[src/design/lncs_pkg.sv]
`timescale 1ns / 1ps

package lncs_pkg;

	// request op codes
	localparam logic [2:0] OP_INIT  = 3'd0;
	localparam logic [2:0] OP_CLEAR = 3'd1;
	localparam logic [2:0] OP_CHAR  = 3'd2;
	localparam logic [2:0] OP_NUM2  = 3'd3;
	localparam logic [2:0] OP_NUM4  = 3'd4;

	typedef enum logic [2:0] {
		KIND_INIT  = 3'd0,
		KIND_CLEAR = 3'd1,
		KIND_CHAR  = 3'd2,
		KIND_NUM2  = 3'd3,
		KIND_NUM4  = 3'd4
	} kind_t;

	typedef struct packed {
		logic [2:0]  op;
		logic [13:0] value;
	} in_word_t;

	typedef struct packed {
		logic       rs;
		logic [3:0] nibble;
		logic       last;
	} out_word_t;

	// classified request: char byte in data[7:0], or BCD digits {th, h, t, o}
	typedef struct packed {
		kind_t       kind;
		logic [15:0] data;
	} entry_t;

	localparam int QUEUE_DEPTH = 2;
	localparam int QUEUE_AW    = (QUEUE_DEPTH > 1) ? $clog2(QUEUE_DEPTH) : 1;
	localparam int QUEUE_CW    = $clog2(QUEUE_DEPTH + 1);

	localparam logic [13:0] NUM2_MAX = 14'd99;
	localparam logic [13:0] NUM4_MAX = 14'd9999;
	localparam logic [13:0] DEC_W3   = 14'd1000;
	localparam logic [13:0] DEC_W2   = 14'd100;
	localparam logic [13:0] DEC_W1   = 14'd10;
	localparam logic [7:0]  ASCII_ZERO = 8'd48;

	// power-up: 3,3,3,2 then 0x2C, 0x08, 0x01, 0x06, 0x0F as nibble pairs
	localparam logic [3:0] INIT_NIBBLES [16] = '{
		4'h3, 4'h3, 4'h3, 4'h2,
		4'h2, 4'hC, 4'h0, 4'h8,
		4'h0, 4'h1, 4'h0, 4'h6,
		4'h0, 4'hF, 4'h0, 4'h0
	};

	// clear display, then entry mode
	localparam logic [3:0] CLEAR_NIBBLES [4] = '{4'h0, 4'h1, 4'h0, 4'h6};

	// decimal digit of v for weight w (v < 10*w): count of thresholds passed
	function automatic logic [3:0] dec_digit(input logic [13:0] v, input logic [13:0] w);
		logic [3:0]  d;
		logic [17:0] thr;
		d = '0;
		for (int k = 1; k <= 9; k++) begin
			thr = 18'(k) * {4'b0, w};
			if ({4'b0, v} >= thr)
				d = 4'(k);
		end
		return d;
	endfunction

	// index of the final nibble of a request
	function automatic logic [3:0] seq_last(input kind_t kind);
		logic [3:0] n;
		unique case (kind)
			KIND_INIT:  n = 4'd13;
			KIND_CLEAR: n = 4'd3;
			KIND_CHAR:  n = 4'd1;
			KIND_NUM2:  n = 4'd3;
			KIND_NUM4:  n = 4'd7;
			default:    n = 4'd0;
		endcase
		return n;
	endfunction

	// {rs, nibble} for step idx of a request
	function automatic logic [4:0] step_nibble(input kind_t kind, input logic [15:0] data,
			input logic [3:0] idx);
		logic [3:0] dig;
		logic [7:0] chr;
		logic [4:0] r;
		dig = '0;
		chr = data[7:0];
		unique case (kind)
			KIND_NUM2: begin
				dig = idx[1] ? data[3:0] : data[7:4];
				chr = ASCII_ZERO + {4'b0, dig};
			end
			KIND_NUM4: begin
				unique case (idx[2:1])
					2'd0:    dig = data[15:12];
					2'd1:    dig = data[11:8];
					2'd2:    dig = data[7:4];
					default: dig = data[3:0];
				endcase
				chr = ASCII_ZERO + {4'b0, dig};
			end
			default: chr = data[7:0];
		endcase
		unique case (kind)
			KIND_INIT:  r = {1'b0, INIT_NIBBLES[idx]};
			KIND_CLEAR: r = {1'b0, CLEAR_NIBBLES[idx[1:0]]};
			KIND_CHAR, KIND_NUM2, KIND_NUM4:
				r = {1'b1, idx[0] ? chr[3:0] : chr[7:4]};
			default:    r = '0;
		endcase
		return r;
	endfunction

endpackage

[src/design/lncs_front.sv]
`timescale 1ns / 1ps

// Classify requests and split numbers into decimal digits: thousands, then hundreds, then tens and ones.
module lncs_front (
	input  logic               clk,
	input  logic               arst_n,
	input  logic               push,
	output logic               full,
	input  lncs_pkg::in_word_t in_word,
	output logic               q_wr,
	output lncs_pkg::entry_t   q_wr_data,
	input  logic               q_full
);

	logic adv;
	logic op_ok;
	lncs_pkg::kind_t kind_d;
	logic [13:0] num_d;
	logic [3:0]  th_d;
	logic [3:0]  h_d;
	logic [3:0]  t_d;

	logic v1_q, v2_q, v3_q;
	lncs_pkg::kind_t kind_s1, kind_s2, kind_s3;
	logic [7:0]  chr_s1, chr_s2;
	logic [3:0]  th_s1, th_s2;
	logic [9:0]  rem_s1;
	logic [3:0]  h_s2;
	logic [6:0]  rem_s2;
	logic [15:0] data_s3;

	// whole pipe holds while its output cannot enter the queue
	assign adv  = !(v3_q && q_full);
	assign full = !adv;

	always_comb begin
		op_ok  = 1'b1;
		kind_d = lncs_pkg::KIND_INIT;
		unique case (in_word.op)
			lncs_pkg::OP_INIT:  kind_d = lncs_pkg::KIND_INIT;
			lncs_pkg::OP_CLEAR: kind_d = lncs_pkg::KIND_CLEAR;
			lncs_pkg::OP_CHAR:  kind_d = lncs_pkg::KIND_CHAR;
			lncs_pkg::OP_NUM2:  kind_d = lncs_pkg::KIND_NUM2;
			lncs_pkg::OP_NUM4:  kind_d = lncs_pkg::KIND_NUM4;
			default:            op_ok  = 1'b0;   // unused codes are dropped
		endcase
	end

	always_comb begin
		if (in_word.op == lncs_pkg::OP_NUM2)
			num_d = (in_word.value > lncs_pkg::NUM2_MAX) ? lncs_pkg::NUM2_MAX : in_word.value;
		else
			num_d = (in_word.value > lncs_pkg::NUM4_MAX) ? lncs_pkg::NUM4_MAX : in_word.value;
		th_d = lncs_pkg::dec_digit(num_d, lncs_pkg::DEC_W3);
	end

	assign h_d = lncs_pkg::dec_digit({4'b0, rem_s1}, lncs_pkg::DEC_W2);
	assign t_d = lncs_pkg::dec_digit({7'b0, rem_s2}, lncs_pkg::DEC_W1);

	always_ff @(posedge clk or negedge arst_n) begin
		if (!arst_n) begin
			v1_q <= 1'b0;
			v2_q <= 1'b0;
			v3_q <= 1'b0;
		end else if (adv) begin
			v1_q <= push && op_ok;
			v2_q <= v1_q;
			v3_q <= v2_q;
		end
	end

	always_ff @(posedge clk) begin
		if (adv) begin
			kind_s1 <= kind_d;
			chr_s1  <= in_word.value[7:0];
			th_s1   <= th_d;
			rem_s1  <= 10'(num_d - 14'(th_d) * lncs_pkg::DEC_W3);

			kind_s2 <= kind_s1;
			chr_s2  <= chr_s1;
			th_s2   <= th_s1;
			h_s2    <= h_d;
			rem_s2  <= 7'({4'b0, rem_s1} - 14'(h_d) * lncs_pkg::DEC_W2);

			kind_s3 <= kind_s2;
			if (kind_s2 == lncs_pkg::KIND_CHAR)
				data_s3 <= {8'b0, chr_s2};
			else
				data_s3 <= {th_s2, h_s2, t_d,
					4'({7'b0, rem_s2} - 14'(t_d) * lncs_pkg::DEC_W1)};
		end
	end

	assign q_wr           = v3_q && !q_full;
	assign q_wr_data.kind = kind_s3;
	assign q_wr_data.data = data_s3;

endmodule

[src/design/lncs_queue.sv]
`timescale 1ns / 1ps

// Small FIFO of classified requests between front and back.
module lncs_queue (
	input  logic             clk,
	input  logic             arst_n,
	input  logic             wr,
	input  lncs_pkg::entry_t wr_data,
	output logic             full,
	input  logic             rd,
	output lncs_pkg::entry_t rd_data,
	output logic             nonempty
);

	lncs_pkg::entry_t mem_q [lncs_pkg::QUEUE_DEPTH];
	logic [lncs_pkg::QUEUE_AW-1:0] wp_q, rp_q;
	logic [lncs_pkg::QUEUE_CW-1:0] cnt_q;

	assign full     = cnt_q == lncs_pkg::QUEUE_CW'(lncs_pkg::QUEUE_DEPTH);
	assign nonempty = cnt_q != '0;
	assign rd_data  = mem_q[rp_q];

	always_ff @(posedge clk or negedge arst_n) begin
		if (!arst_n) begin
			wp_q  <= '0;
			rp_q  <= '0;
			cnt_q <= '0;
		end else begin
			if (wr)
				wp_q <= (wp_q == lncs_pkg::QUEUE_AW'(lncs_pkg::QUEUE_DEPTH - 1)) ? '0 : wp_q + 1'b1;
			if (rd)
				rp_q <= (rp_q == lncs_pkg::QUEUE_AW'(lncs_pkg::QUEUE_DEPTH - 1)) ? '0 : rp_q + 1'b1;
			if (wr && !rd)
				cnt_q <= cnt_q + 1'b1;
			else if (rd && !wr)
				cnt_q <= cnt_q - 1'b1;
		end
	end

	always_ff @(posedge clk) begin
		if (wr)
			mem_q[wp_q] <= wr_data;
	end

endmodule

[src/design/lncs_back.sv]
`timescale 1ns / 1ps

// Nibble sequencer: walks one request a nibble per cycle into the output register, unless the receiver stalls.
module lncs_back (
	input  logic                clk,
	input  logic                arst_n,
	input  logic                q_valid,
	input  lncs_pkg::entry_t    q_data,
	output logic                q_rd,
	output logic                empty,
	input  logic                pop,
	output lncs_pkg::out_word_t out_word
);

	lncs_pkg::entry_t    cur_q;
	logic                busy_q;
	logic [3:0]          idx_q;
	logic                out_valid_q;
	lncs_pkg::out_word_t out_q;

	logic       adv;
	logic       emit;
	logic       is_last;
	logic       load;
	logic [4:0] step;

	assign adv     = !out_valid_q || pop;
	assign emit    = adv && busy_q;
	assign step    = lncs_pkg::step_nibble(cur_q.kind, cur_q.data, idx_q);
	assign is_last = idx_q == lncs_pkg::seq_last(cur_q.kind);
	// next request is taken in the cycle the final nibble leaves
	assign load    = q_valid && (!busy_q || (emit && is_last));
	assign q_rd    = load;

	always_ff @(posedge clk or negedge arst_n) begin
		if (!arst_n) begin
			busy_q      <= 1'b0;
			idx_q       <= '0;
			out_valid_q <= 1'b0;
		end else begin
			if (load)
				busy_q <= 1'b1;
			else if (emit && is_last)
				busy_q <= 1'b0;

			if (load)
				idx_q <= '0;
			else if (emit)
				idx_q <= idx_q + 1'b1;

			if (emit)
				out_valid_q <= 1'b1;
			else if (adv)
				out_valid_q <= 1'b0;
		end
	end

	always_ff @(posedge clk) begin
		if (load)
			cur_q <= q_data;
		if (emit) begin
			out_q.rs     <= step[4];
			out_q.nibble <= step[3:0];
			out_q.last   <= is_last;
		end
	end

	assign empty    = !out_valid_q;
	assign out_word = out_q;

	a_idx_in_range: assert property (@(posedge clk) disable iff (!arst_n)
		busy_q |-> idx_q <= lncs_pkg::seq_last(cur_q.kind))
		else $error("nibble index past end of request");

	a_last_flag: assert property (@(posedge clk) disable iff (!arst_n)
		emit |=> out_q.last == $past(is_last))
		else $error("last flag does not match sequence end");

	a_busy_mid: assert property (@(posedge clk) disable iff (!arst_n)
		(emit && !is_last) |=> busy_q)
		else $error("sequencer dropped a request mid-run");

	a_hold_out: assert property (@(posedge clk) disable iff (!arst_n)
		(out_valid_q && !pop) |=> out_valid_q)
		else $error("waiting nibble lost while stalled");

endmodule

[src/design/lcd_nibble_command_sequencer.sv]
`timescale 1ns / 1ps

// LCD nibble command sequencer for a character display on a 4-bit bus.
// Input channel: push/full with in_word {op, value}. A word is taken on a
// clock edge with push high and full low. op: init, clear, character,
// two-digit number or four-digit number; codes 5..7 are taken and dropped.
// Output channel: empty/pop with out_word {rs, nibble, last}. While empty is
// low the oldest nibble write sits on out_word; pop takes it. last marks the
// final nibble of a request.
// The first nibble passes the 3-stage digit split, the queue, the sequencer
// load and the output register.
// Throughput: one nibble per cycle while the receiver pops, set by the sequencer;
// a request has init 14, clear 4, char 2, numbers 4 or 8 nibbles.
// The front takes a new word every cycle unless its last stage is held by a full 2-entry queue.
// A stalled receiver holds the output word; the sequencer and then the queue
// fill, and full rises once the front pipe cannot drain.
// Reset (arst_n low) empties the pipe, queue and output; nothing is cleared
// afterward, so the block is ready as soon as reset is released.
module lcd_nibble_command_sequencer (
	input  logic                clk,
	input  logic                arst_n,
	input  logic                push,
	output logic                full,
	input  lncs_pkg::in_word_t  in_word,
	output logic                empty,
	input  logic                pop,
	output lncs_pkg::out_word_t out_word
);

	// front -> queue
	logic             q_wr;
	lncs_pkg::entry_t q_wr_data;
	logic             q_full;
	// queue -> back
	logic             q_rd;
	lncs_pkg::entry_t q_rd_data;
	logic             q_nonempty;

	// classify and split numbers into BCD digits
	lncs_front u_front (
		.clk       (clk),
		.arst_n    (arst_n),
		.push      (push),
		.full      (full),
		.in_word   (in_word),
		.q_wr      (q_wr),
		.q_wr_data (q_wr_data),
		.q_full    (q_full)
	);

	// decouples digit split from the nibble run
	lncs_queue u_queue (
		.clk      (clk),
		.arst_n   (arst_n),
		.wr       (q_wr),
		.wr_data  (q_wr_data),
		.full     (q_full),
		.rd       (q_rd),
		.rd_data  (q_rd_data),
		.nonempty (q_nonempty)
	);

	// one nibble write per cycle into the output register, unless the receiver stalls
	lncs_back u_back (
		.clk      (clk),
		.arst_n   (arst_n),
		.q_valid  (q_nonempty),
		.q_data   (q_rd_data),
		.q_rd     (q_rd),
		.empty    (empty),
		.pop      (pop),
		.out_word (out_word)
	);

endmodule

[config.mk]
export PLATFORM = sky130hd
export DESIGN_NAME = lcd_nibble_command_sequencer
export DESIGN_NICKNAME = d
export VERILOG_FILES = /design/src/design/lncs_pkg.sv /design/src/design/lncs_front.sv /design/src/design/lncs_queue.sv /design/src/design/lncs_back.sv /design/src/design/lcd_nibble_command_sequencer.sv
export SDC_FILE = /design/constraint.sdc
export NUM_CORES = 1
export LEC_CHECK = 0
export BUFFER_PORTS_ARGS = -buffer_cell sky130_fd_sc_hd__clkbuf_2
export CORE_UTILIZATION = 55
export DETAILED_ROUTE_END_ITERATION = 8
export HOLD_SLACK_MARGIN = 0.12
export PLACE_DENSITY = 0.81
export SLEW_MARGIN = 20
export SYNTH_ARGS = -nofsm -noshare
export SYNTH_HDL_FRONTEND = slang
export SYNTH_SLANG_ARGS = --single-unit
[constraint.sdc]
create_clock -name clk -period 6 [get_ports clk]
set_clock_uncertainty 0.1 [all_clocks]
set_input_delay 0.3 -clock clk [delete_from_list [all_inputs] [get_ports clk]]
set_output_delay 0.3 -clock clk [all_outputs]
set_load 0.03 [all_outputs]
* Word level (Yosys, flattened, before mapping)
Memory sizes are Yosys's and may differ from the RTL's. A register that Yosys moved wholly into a read port is not among the register bits. Cells that the tools add are included.
Cells by class: order comparisons 31, bitwise gates (word level) 2, reductions and logical operators 26, equal/unequal tests 13, multipliers 3, muxes and demuxes 57, add/sub/neg operators 10
Operator list (count):
- two-way mux 4 bit | 15
- >= comparator 14 x 13 -> 1 bit, second input constant | 4
- two-way mux 14 bit | 3
- >= comparator 10 bit, second input constant | 4
- two-way mux 3 bit | 12
- >= comparator 10 x 9 -> 1 bit, second input constant | 3
- >= comparator 14 x 12 -> 1 bit, second input constant | 2
- >= comparator 7 x 6 -> 1 bit, second input constant | 3
- >= comparator 7 bit, second input constant | 3
- two-way mux 2 bit | 8
- case mux 4 bit (4 select lines) | 1
- case mux 8 bit (2 select lines) | 1
- == test 3 x 2 -> 1 bit, second input constant | 5
- case mux 5 bit (3 select lines) | 1
- adder 6 x 4 -> 7 bit, first input constant | 2
- >= comparator 14 x 10 -> 1 bit, second input constant | 1
- >= comparator 14 x 11 -> 1 bit, second input constant | 1
- >= comparator 14 bit, second input constant | 1
- >= comparator 7 x 5 -> 1 bit, second input constant | 2
- greater-than comparator 14 bit, second input constant | 1
- greater-than comparator 14 x 7 -> 1 bit, second input constant | 1
- two-way mux 1 bit | 12
- case mux 3 bit (4 select lines) | 1
- case mux 4 bit (3 select lines) | 1
- other kinds (33) | 54
Word-level totals: RAM bits 38, register bits 89, bits in read-only memories 64, memories kept 2, output and inout port bits 8
Memories:
- (name not given) | depth 16, width 4, rd ports 1, clocked after memory_dff 0, wr ports 0, RTL line lncs_pkg.sv:111 | KIND_INIT: r = {1'b0, INIT_NIBBLES[idx]};
- u_queue.mem_q | depth 2, width 19, rd ports 1, clocked after memory_dff 1, wr ports 1, RTL line lncs_queue.sv:15 | lncs_pkg::entry_t mem_q [lncs_pkg::QUEUE_DEPTH];

* Logic depth before layout (Yosys ltp)
word-level depth 15, mapped depth 20, gate-level depth less buffers 19

* Modules after synthesis
Synthesis repeated with hierarchy kept, for this count alone.
Second synthesis, totals: cells, all modules 577, area total of the unflattened synthesis 7410.9 um^2
Modules (own cells, without submodules):
- lncs_front | area an instance 4097.7 um^2, instances 1, sequential area each 2177.1 um^2, cells each 360
- lncs_back | area an instance 1672.9 um^2, instances 1, sequential area each 900.9 um^2, cells each 142
- lncs_queue | area an instance 1640.3 um^2, instances 1, sequential area each 1241.2 um^2, cells each 75

* Worst setup path before layout
Ideal clock, no wire load.
path kind input-to-reg, start point input port in_word[12] (netlist name), end point register u_front.rem_s1[9] (data pin), data required time 5.631 ns, setup time 0.269 ns, path slack 1.353 ns, cell stages on the path 19, data arrival time 4.277 ns, cells stage by stage buf_6 > nor4_2 > a22oi_1 > or2_1 > a41oi_2 > nor3_1 > o21ai_1 > inv_1 > fa_1 > inv_1 > fa_1 > inv_1 > ha_1 > xor2_1 > ha_1 > or3_1 > o221ai_1 > xnor2_1 > xnor2_1
RTL lines:
- from (decl) | RTL line lcd_nibble_command_sequencer.sv:24 | input lncs_pkg::in_word_t in_word,
- greater-than comparator 14 bit / greater-than comparator 14 x 7 -> 1 bit (equally long branches) | RTL line lncs_front.sv:53, lncs_front.sv:51
- two-way mux 14 bit (on tied branches) | RTL line lncs_front.sv:53, lncs_front.sv:51
- two-way mux 14 bit (*) | RTL line lncs_front.sv:50 | if (in_word.op == lncs_pkg::OP_NUM2)
- >= comparator 14 x 11 -> 1 bit | RTL line lncs_pkg.sv:66 | if ({4'b0, v} >= thr)
- two-way mux 2 bit (2 in series) | RTL line lncs_pkg.sv:66
- two-way mux 3 bit (4 in series) | RTL line lncs_pkg.sv:66
- two-way mux 4 bit | RTL line lncs_pkg.sv:66
- two-way mux 4 bit (*) | RTL line lncs_pkg.sv:66
- via u_front.th_d[1] | RTL line lncs_front.sv:19 | logic [3:0] th_d;
- multiplier 4 x 7 -> 7 bit (*) | RTL line lncs_front.sv:77 | rem_s1 <= 10'(num_d - 14'(th_d) * lncs_pkg::DEC_W3);
- subtractor 10 bit (*) | RTL line lncs_front.sv:77
- to (signal assigned) | RTL line lncs_front.sv:77
- to (decl) | RTL line lncs_front.sv:27 | logic [9:0] rem_s1;
Mark *: on every way through the listed nets, which the timed path passes. The rest lies on a longest branch. A chain may end at the register's enable or synchronous reset.

* Worst setup path after layout
start point input port in_word[16] (netlist name), end point register u_front.rem_s1[9] (data pin)
RTL lines (RTL line):
- == test 3 x 2 -> 1 bit (*) | lncs_front.sv:50
- two-way mux 14 bit (*) | lncs_front.sv:50
- >= comparator 14 x 11 -> 1 bit | lncs_pkg.sv:66
- two-way mux 2 bit (2 in series) | lncs_pkg.sv:66
- two-way mux 3 bit (4 in series) | lncs_pkg.sv:66
- two-way mux 4 bit | lncs_pkg.sv:66
- two-way mux 4 bit (*) | lncs_pkg.sv:66
- via u_front.th_d[1] | lncs_front.sv:19
- multiplier 4 x 7 -> 7 bit (*) | lncs_front.sv:77
- subtractor 10 bit (*) | lncs_front.sv:77
Marks and branches as above.

==> results.md <==
- Post-synth top area share: 54.7%
- Post-Route WL: 12700 um
- Critical path launch point type: input pin
- Syn Std Cell Area: 7300 sq um
- Final setup fails: 0
- Initial antenna violation count: 0
- Tightest Pin Transition: 0.891 ns
- Vias in the first global route: 4375
- Core footprint: 12800 sq um
- GRT Total Usage: 20.2%
- Die X: 117 um
- Leak: 3.17 nW
- Slowest cell delay on critical path: 0.60 ns
- CTS sink cnt: 146
- PwrDens: 550 nW/um^2
- Final period util: 91.3%
- DR vias/cell: 5.74
- CTS tree: done
- Setup WS pre-CTS: 0.698 ns
- CP max FO: 14
- Die Y: 117 um
- Post-route DRC: 0
- R2r endpoint: u_front.rem_s2[6]
- WP depth: 20
- Final WS setup: 0.521 ns
- Yosys reg bits: 146
- Ports: 29
- Design Area, Final: 8250 sq um
- CP arrival: 5.52 ns
- Number of synthesized flops with an enable pin: 133
- R2R depth: 14
- Class of the worst hold path: in -> reg
- Crit Path Category: in -> reg
- RSZ-0062 raised after global routing: false
- Starting density of the core: 57.1%
- Placement Cell Area: 7520 sq um
- Via count: 4498
- Critical path cell sequence: dlygate4sd3_1 > clkbuf_2 > nand3b_1 > a22oi_1 > o2111ai_1 > a21oi_1 > nor3_1 > o21ai_1 > inv_1 > fa_1 > inv_1 > fa_1 > inv_1 > ha_1 > xor2_1 > ha_1 > or3_1 > o221ai_1 > xnor2_1 > xnor2_1
- R2R Setup Slk: 2.65 ns
- Area leader, netlist: edfxtp_1
- DR iter-0 viols: 342
- Synth cell count leaders: edfxtp_1, inv_1, nor2_1, a21oi_1, nand2_1
- YS warnings: 0
- Worst-Skew Late Latency: 0.41 ns
- Crit path max-delay family: adder cells
- Die area: 13700 sq um
- WP buf/inv: 5
- Remaining antenna violation count after routing: 0
- Routed length per instance: 16.2 um
- Slowest CP cell: a22oi_1
- Inst Count DP: 742
- Area grow syn2layout: 13.0%
- Top post-synthesis cells by area: edfxtp_1, dfrtp_1, ha_1
- CP Capture Type: flop
- DP HPWL: 8540 um
- N_diodes: 0
- Fin Hold WS: 0.145 ns
- Total CTS buffers: 17
- # resized after CTS: 0
- Asr flop ratio synth: 8.90%
- Final Hold Violating Endpoints: 0
- Drt first pass iters: 5
- R2r startpoint: u_front.rem_s1[4]
- Avg Cell Area, Syn: 12.9 sq um
- Layout cells sized above 1: 17.6%
- Synth Flop Type: edfxtp_1
- Finished Layout Cells: 784
- Syn nets: 618
- Count of cell types in the netlist: 78
- Site Rows: 41
- Final nets: 650
- Slew margin rel.: 40.6%
- Final slew viol count: 0
- Max_cap viols: 0
- Status: finished clean
- Worst Setup EP: u_front.rem_s1[9]
- Grt total ovfl: 0
- Critical Path RT: 6.05 ns
- Total negative slack: 0 ns
- Largest net degree at the start of global routing: 76
- Clock-pin slew on the worst setup and hold paths: 0.05 ns
- Fmax: 183 MHz
- Most used cell, CP: inv_1
- Most numerous cell in the Yosys netlist: edfxtp_1
- Clock Tree Root: clkbuf_16
- Routability cong.: 0.942
- Sequential area share after synthesis: 59.2%
- I/O Buffers: 28
- First-pass GRT wire length: 20600 um
- Crit path launch: in_word[16]
- Clock buffer depth: 2
- Htree depth: 4
- Post-layout min period: 5.48 ns
- Post-Synthesis Cells: 567
- Peak supply drop: 0.255 mV
- Core Util, Final: 64.6%
- Total power: 4.54 mW
[layout by cell type, fill, tap and decap left out, types with 6 or more instances in the layout]
master / synthesis / layout
edfxtp_1: 133 / 133
inv_1: 44 / 44
nor2_1: 33 / 33
a21oi_1: 30 / 30
clkbuf_2: 1 / 28
nand2_1: 26 / 26
mux2_2: 25 / 25
xnor2_1: 23 / 23
ha_1: 23 / 23
o21ai_0: 20 / 20
clkbuf_16: 0 / 17
nor2b_1: 16 / 16
dfrtp_1: 13 / 13
nand2b_1: 12 / 12
dlygate4sd3_1: 0 / 10
a31oi_1: 8 / 8
a211oi_1: 8 / 8
fa_1: 7 / 7
nor3_1: 6 / 6
a21o_1: 6 / 6
nand3_1: 6 / 6
mux2i_1: 6 / 6
[state kept, by name, indices dropped and copies added (netlist names), 4 cells and up]
register,cells
u_back.idx_q,4
u_front.chr_s2,8
u_front.data_s3,16
u_front.h_s2,4
u_front.th_s2,4
u_back.out_word,6
u_front.rem_s2,7
u_front.rem_s1,10
u_queue.mem_q,38
u_back.cur_q,19
u_front.th_s1,4
u_front.chr_s1,8
[routing by layer]
layer / wire (um) / part of all wire, % / vias up / GRT usage, %
li1: - / - / 2161 / -
met1: 5020 / 40 / 2141 / 22.0
met2: 6680 / 53 / 148 / 36.5
met3: 459 / 3.6 / 48 / 4.38
met4: 542 / 4.3 / 0 / 11.4
met5: 0 / 0 / - / 0
[worst min path at each step]
stage,startpoint,end,cells after the start
finish,in_word[3],u_front.chr_s1[3],1
global route,in_word[3],u_front.chr_s1[3],1
CTS,in_word[3],u_front.chr_s1[3],1
detailed placement,arst_n,u_front.v1_q,1
global placement,arst_n,u_front.v1_q,1
floorplan,arst_n,u_back.busy_q,0
[repair_timing]
action | CTS | global route
hold buffers | 10 | 0
hold endpoints to repair | 23 | 0
setup buffers | 0 | 0
[power by group]
part	internal, mW	switching (mW)
registers	1.68	0.287
logic	0.695	0.772
clock network	0.730	0.367
[cell families (layout without fill, tap and decap cells)]
family,after synthesis,count (layout),synth area share [%]
adder cells (fa/ha/maj),31,31,6.00
flip-flops,146,146,59.2
XOR/XNOR,28,28,3.36
buffers and inverters,73,118,4.56
AND/OR/NAND/NOR,135,135,9.76
AO/OA/AOI/OAI,120,120,11.5
multiplexers,34,34,5.61
[area by class of cell]
type,instances,area (sq um)
clock buffers,19,433
clock inverters,13,190
fillers,883,4530
inverters,45,169
multi-input cells,348,2660
flip-flops and latches,146,4320
well taps,172,215
repair buffers,41,263
Note: power is estimated with default switching activity, not from simulation.
